`src/hw/rtl/ptq_pkg.sv`:
```
`default_nettype none
// ----------------------------------------------------------------------------
// ptq_pkg
// Shared codes and types of the packet transmit queue with interframe gap.
// ----------------------------------------------------------------------------
package ptq_pkg;

    typedef enum logic [2:0] {
        MODE_PUSH     = 3'd0,
        MODE_REFRESH  = 3'd1,
        MODE_TICK     = 3'd2,
        MODE_REQUEST  = 3'd3,
        MODE_COMPLETE = 3'd4
    } mode_t;

    typedef enum logic [2:0] {
        STATUS_OK      = 3'd0,
        STATUS_FULL    = 3'd1,
        STATUS_LEN_ERR = 3'd2,
        STATUS_BUSY    = 3'd3,
        STATUS_NO_DATA = 3'd4
    } status_t;

    typedef enum logic {
        ST_IDLE   = 1'b0,
        ST_RESULT = 1'b1
    } state_t;

    localparam logic REG_GAP_TICKS  = 1'b0;
    localparam logic REG_MAX_LENGTH = 1'b1;

    localparam int CFG_DATA_W   = 16;
    localparam int MAX_LENGTH_W = 9;
    localparam int TICK_W       = 16;
    localparam logic [8:0] MAX_LENGTH_RESET = 9'd150;
    localparam logic [15:0] GAP_TICKS_RESET = 16'd5;

    typedef struct packed {
        status_t    status;
        logic [7:0] tx_byte;
        logic       tx_last;
        logic       tx_valid;
    } result_t;

endpackage
`default_nettype wire

```
`src/hw/rtl/ptq_out_if.sv`:
```
`default_nettype none
// ----------------------------------------------------------------------------
// ptq_out_if
// Result channel: status and, for byte requests, one byte of the packet.
// ----------------------------------------------------------------------------
interface ptq_out_if;
    logic       valid;
    logic       ready;
    logic [2:0] status;
    logic [7:0] tx_byte;
    logic       tx_last;
    logic       tx_valid;

    modport source (output valid, output status, output tx_byte, output tx_last,
                    output tx_valid, input ready);
    modport sink (input valid, input status, input tx_byte, input tx_last,
                  input tx_valid, output ready);
endinterface
`default_nettype wire

```
`src/hw/rtl/ptq_out_stage.sv`:
```
`default_nettype none
// ----------------------------------------------------------------------------
// ptq_out_stage
// Output register that holds one result until the receiver takes it.
// ----------------------------------------------------------------------------
module ptq_out_stage (
    input  wire logic             clk,
    input  wire logic             rst_n,
    input  wire logic             load,
    input  wire ptq_pkg::result_t res,
    output logic                  free,
    ptq_out_if.source             rsp
);

    logic             valid_reg, valid_next;
    ptq_pkg::result_t data_reg, data_next;

    always_comb
    begin
        valid_next = valid_reg;
        data_next  = data_reg;
        if (load)
        begin
            valid_next = 1'b1;
            data_next  = res;
        end
        else if (rsp.ready)
        begin
            valid_next = 1'b0;
        end
    end

    always_ff @(posedge clk or negedge rst_n)
    begin
        if (!rst_n)
        begin
            valid_reg <= 1'b0;
        end
        else
        begin
            valid_reg <= valid_next;
        end
    end

    always_ff @(posedge clk)
    begin
        data_reg <= data_next;
    end

    assign free         = !valid_reg || rsp.ready;
    assign rsp.valid    = valid_reg;
    assign rsp.status   = data_reg.status;
    assign rsp.tx_byte  = data_reg.tx_byte;
    assign rsp.tx_last  = data_reg.tx_last;
    assign rsp.tx_valid = data_reg.tx_valid;

endmodule
`default_nettype wire
```
`src/flat_wrapper.sv`:
```
// flat-port wrapper written by rule: the top's interface ports become plain ports
module ptq_out_stage_flat 
  (clk, rst_n, load, res, free, rsp_valid, rsp_status, rsp_tx_byte, rsp_tx_last, rsp_tx_valid, rsp_ready);
  ptq_out_if rsp_i ();
  input  wire logic clk;
  input  wire logic rst_n;
  input  wire logic load;
  input  wire ptq_pkg::result_t res;
  output logic free;
  output wire logic [$bits(rsp_i.valid)-1:0] rsp_valid;
  output wire logic [$bits(rsp_i.status)-1:0] rsp_status;
  output wire logic [$bits(rsp_i.tx_byte)-1:0] rsp_tx_byte;
  output wire logic [$bits(rsp_i.tx_last)-1:0] rsp_tx_last;
  output wire logic [$bits(rsp_i.tx_valid)-1:0] rsp_tx_valid;
  input wire logic [$bits(rsp_i.ready)-1:0] rsp_ready;
  assign rsp_valid = rsp_i.valid;
  assign rsp_status = rsp_i.status;
  assign rsp_tx_byte = rsp_i.tx_byte;
  assign rsp_tx_last = rsp_i.tx_last;
  assign rsp_tx_valid = rsp_i.tx_valid;
  assign rsp_i.ready = rsp_ready;
  ptq_out_stage u_core (.clk(clk), .rst_n(rst_n), .load(load), .res(res), .free(free), .rsp(rsp_i));
endmodule
```
`config.mk`:
```
export PLATFORM = sky130hd
export DESIGN_NAME = ptq_out_stage_flat
export DESIGN_NICKNAME = d
export VERILOG_FILES = /design/src/hw/rtl/ptq_pkg.sv /design/src/hw/rtl/ptq_out_if.sv /design/src/hw/rtl/ptq_out_stage.sv /design/src/flat_wrapper.sv
export SDC_FILE = /design/constraint.sdc
export NUM_CORES = 1
export LEC_CHECK = 0
export ABC_AREA = 1
export BUFFER_PORTS_ARGS = -buffer_cell sky130_fd_sc_hd__buf_2
export CORE_AREA = 2 2 39 41
export CTS_CLUSTER_SIZE = 10
export DETAILED_ROUTE_END_ITERATION = 8
export DIE_AREA = 0 0 41 43
export GPL_ROUTABILITY_DRIVEN = 1
export PLACE_DENSITY = 0.79
export SYNTH_ARGS = -nofsm -noshare
export SYNTH_HDL_FRONTEND = slang
export SYNTH_SLANG_ARGS = --single-unit
```
`constraint.sdc`:
```
create_clock -name clk -period 0.8 [get_ports clk]
set_input_delay 0.16 -clock clk [delete_from_list [all_inputs] [get_ports clk]]
set_output_delay 0.16 -clock clk [all_outputs]
set_load 0.03 [all_outputs]
```
==> qor.yml, run 1 <==
run_status:
  status: "complete, but fails checks"
  violations: "negative setup slack"
timing:
  rsz0062_at_grt: "yes"
  finalMaxSlewViolations: 0
  setup_viol: 15
  finClkSkew_ns: 0
  fmaxAchievable_mhz: 965
  min_period_ns: 1.04
  tightest_slew_ns: 0.297
  setup_slack_ns: -0.236
  slew_headroom_pct: 80.2
  final_hold_viol_count: 0
  fin_crit_sh_pct: 129
setup_path:
  crit_start: "u_core.rsp.valid"
  criticalPathCategory: "reg2out"
  r2r_setup_slack_ns: 0.07
  crit_fanout: 2
  worst_ep_arrival_time_ns: 0.88
  cp_slowest_cell: "dfrtp_2"
  critPathLaunchType: "register"
  r2r_start: "u_core.rsp.valid"
  crit_path_cell_trace: "nand2_4 > buf_6"
  cp_slowest_stage_delay_ns: 0.43
  worstPathRequired_ns: 0.64
  worstSetupEndpointType: "output pin"
synthesis:
  muxShareOfSynthArea_pct: 0
  synth-xor-area-share_pct: 0
  synth_cells: 18
  syn_area_um2: 435
  synth_adder_area_share_pct: 0
  ys_seq_area_share_pct: 95.4
  synth_cell_types: 4
  ys_ff_latch: 14
  synth-simple-area-share_pct: 2.87
  postSynthAreaPerCell_um2: 24.2
  synth_top_family_by_area: "simple AND/OR/NAND/NOR gates"
  synth_nets: 35
  synth_compound_gate_area_share_pct: 0
  yosysWarnings: 0
grt:
  grt_max_degree: 15
  antenna_found_initial: 0
  grt_use_total_pct: 10.3
  grt_overflow: 0
  grt_pass1_wl_mm: 1.10
  grt_pass1_vias: 267
power:
  power.density_nw_per_um2: 2120
  p_leak_nw: 0.332
  irDropWorstVdd_mv: 1.08
  p_total_mw: 1.58
cts:
  clock-sinks: 14
  cts_buffers: 3
  clk_pin_slew_ns: 0.08
  ctsRootBufferMaster: "clkbuf_4"
  clk_latency_ns: 0.26
  cts.path.max_buffers: 2
  h-tree-depth: 1
  cts_tree: "built"
routing:
  vias: 284
  wl_per_cell_um: 10.5
  finalWirelength_um: 748
  route.detailed.drc: 0
  routed_via_density: 4.00
  dr.pass1.iters: 2
  postRouteAntennaNets: 0
  drtIter0Drc: 1
placement:
  globalplace.congestion: 0.622
  port_buffers: 31
  placed_cells: 65
finish:
  antenna_cells: 0
  area_growth_pct: 71.8
  fin_nets: 73
  instances_no_fill: 71
  layout-drive-gt1-share_pct: 69.1
  largest_reg_flops: 8
job:
  drv_cap: 0
floorplanning:
  die_width_um: 41
  dieHeight_um: 43
  ioPinCount: 32
  fp-row-count: 14
  initial_utilization_pct: 31.5
  core_um2: 1380
  die_area_um2: 1760
worst_hold_path:
  hp-start: "res[11]"
  hold_path_class: "in2reg"
==> worst max-delay path: cells and delay by family (launching register included) <==
| kind | cells | cell delay [ns] |
|---|---|---|
| buffers and inverters | 1 | 0.12 |
| DFF | 1 | 0.43 |
| and+or+nand+nor | 1 | 0.07 |
==> routing by layer <==
layer  wire length [um]  track usage (%)  part of all wire [%]
met5                  0                0                     0
met4                  8             8.00                   1.1
met3                 77             3.66                    10
met2                400             15.3                    53
met1                260             11.3                    35
==> cell usage in the layout (no fill, tap or decap) <==
cell type	count
buf_2	17
buf_4	1
buf_6	14
clkbuf_1	1
clkbuf_4	3
dfrtp_2	1
dlygate4sd3_1	1
edfxtp_1	13
inv_1	2
nand2_2	1
nand2_4	1
==> cell usage after synthesis, drive strengths merged <==
cell type	number	area share, %
dfrtp	1	5.7
inv	2	1.7
edfxtp	13	90
nand2	2	2.9
==> cell families (layout without fill, tap and decap cells) <==
kind of cell / count (synthesis) / in the layout
flip-flops: 14 / 14
AND/OR/NAND/NOR: 2 / 2
buffers and inverters: 2 / 39
==> layout make-up <==
| type | instances | area, um^2 |
|---|---|---|
| Clock buffer | 4 | 26.3 |
| Fill cell | 113 | 636 |
| Inverter | 2 | 7.51 |
| Multi-Input combinational cell | 2 | 17.5 |
| Sequential cell | 14 | 417 |
| Tap cell | 16 | 20.0 |
| Timing Repair Buffer | 33 | 260 |
==> timing repair <==
action,in CTS,in global routing
resized for setup,28,0
hold endpoints to repair,1,0
pin swaps,1,0
buffers inserted,1,0
endpoints found under the setup margin,15,15
hold buffers,1,0
==> worst paths after layout <==
| check | to | cells after the start |
|---|---|---|
| max | free | 2 |
| min | u_core.rsp.status[1] | 1 |
| max reg2reg | u_core.rsp.valid | 3 |
| min reg2reg | u_core.rsp.valid | 3 |
| max in group asynchronous | u_core.rsp.valid | 2 |
| min in group asynchronous | u_core.rsp.valid | 2 |
==> stage by stage <==
stage / TNS, ns / hold slack [ns] / utilization, % / setup slack [ns] / instance area [um^2]
2_1_floorplan: 0 / -0.136 / - / 0.0162 / 442
3_3_place_gp: -0.0149 / -0.0646 / 44.6 / -0.0149 / 617
3_5_place_dp: -0.0187 / -0.0651 / 44.6 / -0.0187 / 617
4_1_cts: -2.68 / 0.0601 / 54.1 / -0.240 / 748
5_1_grt: -2.99 / 0.0533 / 54.1 / -0.265 / 748
6_report: -2.53 / 0.0658 / 54.1 / -0.236 / 748
==> power by group <==
group / total, mW / switching, mW / internal [mW] / leakage, nW
clock network: 0.382 / 0.190 / 0.192 / 0.0150
logic: 0.310 / 0.169 / 0.141 / 0.180
registers: 0.893 / 0.0279 / 0.865 / 0.137
Power figures use the tool's default switching activity.
==> run 2, diff against run 1 <==
--- a/config.mk
+++ b/config.mk
@@ -12,7 +12,7 @@
 export DETAILED_ROUTE_END_ITERATION = 8
 export DIE_AREA = 0 0 41 43
 export GPL_ROUTABILITY_DRIVEN = 1
-export PLACE_DENSITY = 0.79
+export PLACE_DENSITY = 0.67
 export SYNTH_ARGS = -nofsm -noshare
 export SYNTH_HDL_FRONTEND = slang
 export SYNTH_SLANG_ARGS = --single-unit
==> qor.yml, run 2 (synthesis results as in run 1) <==
power:
  p_leak_nw: 0.341
  clkPwrFrac_pct: 24.5
  p_int_mw: 1.21
  power.density_nw_per_um2: 2110
  p_seq_share_pct: 55.4
  sw_frac_of_total_pct: 25.1
  combPwrFrac_pct: 20.1
  p_sw_mw: 0.403
  irDropWorstVdd_mv: 0.793
  p_total_mw: 1.61
routing:
  drtIter0Drc: 2
  route.detailed.drc: 0
  dr.pass1.iters: 4
  vias: 308
  routed_via_density: 4.22
  postRouteAntennaNets: 0
  wl_per_cell_um: 12.6
  finalWirelength_um: 923
placement:
  dpl.hpwl_um: 689
  globalplace.congestion: 0.623
  port_buffers: 31
grt:
  grt_pass1_vias: 326
  grt_pass1_wl_mm: 1.35
  antenna_found_initial: 0
  grt_max_degree: 15
  grt_overflow: 0
  grt_use_total_pct: 12.5
finish:
  antenna_cells: 0
  final_common_cell: "buf_2"
  area_growth_pct: 75.3
  fin_nets: 75
  layout-drive-gt1-share_pct: 70.2
  fillers: 114
  largest_reg_flops: 8
  layout_common_cells: "buf_2 (17), buf_6 (14), edfxtp_1 (13), clkbuf_4 (3), buf_4 (3)"
  utilization_pct: 55.2
floorplanning:
  fp-row-count: 14
  die_area_um2: 1760
  core_um2: 1380
  die_width_um: 41
  dieHeight_um: 43
  ioPinCount: 32
  initial_utilization_pct: 31.5
timing:
  finClkSkew_ns: 0
  final_hold_viol_count: 0
  fmaxAchievable_mhz: 964
  rsz0062_at_grt: "yes"
  tns_ns: -2.74
  min_period_ns: 1.04
  finalMaxSlewViolations: 0
  fin_crit_sh_pct: 130
  tightest_slew_ns: 0.286
  setup_slack_ns: -0.237
  setup_viol: 16
  slew_headroom_pct: 81.0
cts:
  h-tree-depth: 1
  cts_tree: "built"
  cts.path.max_buffers: 2
  clk_pin_slew_ns: 0.08
  clock-sinks: 14
  ctsRootBufferMaster: "clkbuf_4"
  cts_buffers: 3
  clk_latency_ns: 0.26
setup_path:
  worstSetupEndpointType: "output pin"
  worst_ep_arrival_time_ns: 0.88
  crit_fanout: 2
  criticalPathCategory: "reg2out"
  r2r_setup_slack_ns: -0.10
  critPathLaunchType: "register"
  worstPathRequired_ns: 0.64
run_status:
  status: "complete, but fails checks"
  violations: "negative setup slack"
worst_hold_path:
  hold_path_class: "in2reg"
job:
  drv_cap: 0
run 2: cell count changes in the layout (fill, tap and decap cells not counted):
| cell | delta |
|---|---|
| buf_4 | +2 |
run 2: final cells by class:
| type | count | area, um^2 | share of cell area [%] |
|---|---|---|---|
| inverters | 2 | 7.51 | 0.984 |
| well taps | 16 | 20.0 | 2.62 |
| flip-flops and latches | 14 | 417 | 54.6 |
| clock buffers | 4 | 26.3 | 3.44 |
| repair buffers | 35 | 275 | 36.1 |
| multi-input cells | 2 | 17.5 | 2.30 |
run 2: critical path, stage by stage (launching register included):
cell and delay [ns]:
dfrtp_2 0.43, nand2_4 0.06, buf_6 0.12
run 2: final timing paths:
kind	start	to	depth (start not counted)
max	u_core.rsp.valid	free	2
min	res[9]	u_core.rsp.tx_byte[7]	1
max reg2reg	u_core.rsp.valid	u_core.rsp.valid	5
min reg2reg	u_core.rsp.valid	u_core.rsp.valid	5
max in group asynchronous	rst_n	u_core.rsp.valid	2
min in group asynchronous	rst_n	u_core.rsp.valid	2
run 2: routing by layer:
| metal | track usage, % | part of all wire, % | up-vias |
|---|---|---|---|
| met5 | 0 | 0 | - |
| met4 | 12.7 | 4.1 | 0 |
| met3 | 1.57 | 4.7 | 4 |
| met2 | 21.9 | 62 | 16 |
| met1 | 10.3 | 29 | 144 |
| li1 | - | - | 144 |
run 2: timing repair:
action / in CTS / in global routing
hold endpoints to repair: 1 / 0
gates resized for setup: 28 / 0
setup endpoints to repair: 15 / 16
pin swaps: 1 / 0
buffers inserted: 1 / 1
hold buffers: 1 / 0
run 2: metrics by stage:
stage | instances | setup slack (ns) | hold slack [ns] | area (um^2)
floorplan | 18 | 0.0162 | -0.136 | 442
global placement | 66 | -0.00371 | -0.0649 | 624
detailed placement | 66 | -0.0149 | -0.0639 | 624
CTS | 72 | -0.245 | 0.0534 | 756
global route | 73 | -0.277 | 0.0518 | 763
finish | 73 | -0.237 | 0.0611 | 763
run 2: power by group through the flow:
stage | sequential [mW] | combinational (mW) | clock [mW]
floorplan | 1.02 | 0.0173 | 0
global placement | 0.892 | 0.240 | 0
detailed placement | 0.897 | 0.245 | 0
CTS | 0.895 | 0.318 | 0.407
global route | 0.899 | 0.342 | 0.437
finish | 0.892 | 0.323 | 0.394
==> run 3, diff against run 2 <==
--- a/config.mk
+++ b/config.mk
@@ -8,6 +8,7 @@
 export ABC_AREA = 1
 export BUFFER_PORTS_ARGS = -buffer_cell sky130_fd_sc_hd__buf_2
 export CORE_AREA = 2 2 39 41
+export CTS_BUF_LIST = sky130_fd_sc_hd__clkbuf_4 sky130_fd_sc_hd__clkbuf_8
 export CTS_CLUSTER_SIZE = 10
 export DETAILED_ROUTE_END_ITERATION = 8
 export DIE_AREA = 0 0 41 43
==> constraint.sdc (replaced) <==
create_clock -name clk -period 1.2 [get_ports clk]
set_input_delay 0.24 -clock clk [delete_from_list [all_inputs] [get_ports clk]]
set_output_delay 0.24 -clock clk [all_outputs]
set_load 0.1 [all_outputs]
==> qor.yml, run 3 (synthesis results as in run 1) <==
power:
  power.density_nw_per_um2: 1580
  p_leak_nw: 0.392
  irDropWorstVdd_mv: 0.897
  p_total_mw: 1.42
grt:
  grt_overflow: 0
  grt_pass1_vias: 294
  antenna_found_initial: 0
  grt_pass1_wl_mm: 1.20
  grt_use_total_pct: 11.4
  grt_max_degree: 15
timing:
  fin_crit_sh_pct: 105
  setup_viol: 1
  finalMaxSlewViolations: 0
  rsz0062_at_grt: "yes"
  tightest_slew_ns: 0.294
  min_period_ns: 1.26
  whs_ns: 0.141
  final_hold_viol_count: 0
  finClkSkew_ns: 0
  fmaxAchievable_mhz: 793
  tns_ns: -0.0610
  slew_headroom_pct: 80.4
  setup_slack_ns: -0.0610
cts:
  cts_buffers: 3
  clock-sinks: 14
  clk_pin_slew_ns: 0.08
  ctsRootBufferMaster: "clkbuf_4"
  cts.path.max_buffers: 2
  cts_tree: "built"
  h-tree-depth: 1
  cts_resized: 0
  clk_latency_ns: 0.26
placement:
  placedInstanceArea_um2: 845
  port_buffers: 31
  globalplace.congestion: 0.563
run_status:
  status: "complete, but fails checks"
  violations: "negative setup slack"
routing:
  finalWirelength_um: 779
  vias: 285
  wl_met2_um: 418
  highest_layer: "met4"
  dr_wl_met3_um: 85
  dr.pass1.iters: 2
  postRouteAntennaNets: 0
  drtIter0Drc: 1
  routed_via_density: 4.01
  wl_met1_um: 265
  route.detailed.drc: 0
  wl_per_cell_um: 11.0
setup_path:
  criticalPathCategory: "reg2out"
  worst_ep_arrival_time_ns: 1.02
  critPathLaunchType: "register"
  worstPathRequired_ns: 0.96
  worstSetupEndpointType: "output pin"
  crit_fanout: 2
finish:
  fin_area_um2: 898
  area_growth_pct: 106
  layout-drive-gt1-share_pct: 70.9
  final_common_cell: "buf_2"
  largest_reg_flops: 8
  utilization_pct: 64.9
  fin_nets: 73
  layout_common_cells: "buf_2 (16), buf_12 (15), edfxtp_1 (13), clkbuf_4 (3), inv_1 (2)"
  antenna_cells: 0
floorplanning:
  dieHeight_um: 43
  core_um2: 1380
  initial_utilization_pct: 31.5
  die_area_um2: 1760
  ioPinCount: 32
  die_width_um: 41
  fp-row-count: 14
worst_hold_path:
  hold_path_class: "in2reg"
job:
  drv_cap: 0
[run 3: cell types whose count changed in the layout (fill, tap and decap cells not counted)]
cell      change
buf_4         -2
dfrtp_2       -1
buf_12       +15
clkbuf_8      +1
buf_6        -14
dfrtp_4       +1
clkbuf_1      -1
buf_2         -1
[run 3: path summary, 6_finish.rpt]
check,start,to,slack (ns),cells past startpoint
hold / removal,res[6],u_core.rsp.tx_byte[4],0.14,1
min in group asynchronous,rst_n,u_core.rsp.valid,0.27,2
hold reg to reg,u_core.rsp.valid,u_core.rsp.valid,0.71,3
setup / recovery,u_core.rsp.valid,free,-0.06,2
max in group asynchronous,rst_n,u_core.rsp.valid,0.83,2
setup reg to reg,u_core.rsp.valid,u_core.rsp.valid,0.37,3
[run 3: power by group]
part           total, mW  switching [mW]  internal (mW)
sequential         0.610          0.0311          0.579
clock              0.318           0.134          0.184
combinational      0.495           0.323          0.172
total               1.42           0.488          0.935
[run 3: area by class of cell]
cell class              instances  area (um^2)
flip-flops and latches         14          419
multi-input cells               2         17.5
clock buffers                   4         36.3
repair buffers                 33          398
well taps                      16         20.0
inverters                       2         7.51
fillers                       100          485
[run 3: critical path, stage by stage, from the launching register on]
cell and delay [ns]:
dfrtp_4 0.51, nand2_4 0.08, buf_12 0.17
[run 3: per-layer routing]
metal | vias up | GRT usage [%]
li1 | 140 | -
met1 | 125 | 11.3
met2 | 18 | 17.5
met3 | 2 | 3.66
met4 | 0 | 10.0
met5 | - | 0
[run 3: per-stage QoR]
step	instances	setup WS (ns)
finish	71	-0.0610
global route	71	-0.105
CTS	71	-0.0817
detailed placement	65	0.207
global placement	65	0.218
floorplan	18	0.0410
[run 3: timing repair]
item	4_1_cts	5_1_grt
gates cloned	0	0
endpoints found under the setup margin	2	2
hold buffers	1	0
pin swaps	1	0
buffers inserted	1	0
hold endpoints to repair	1	0
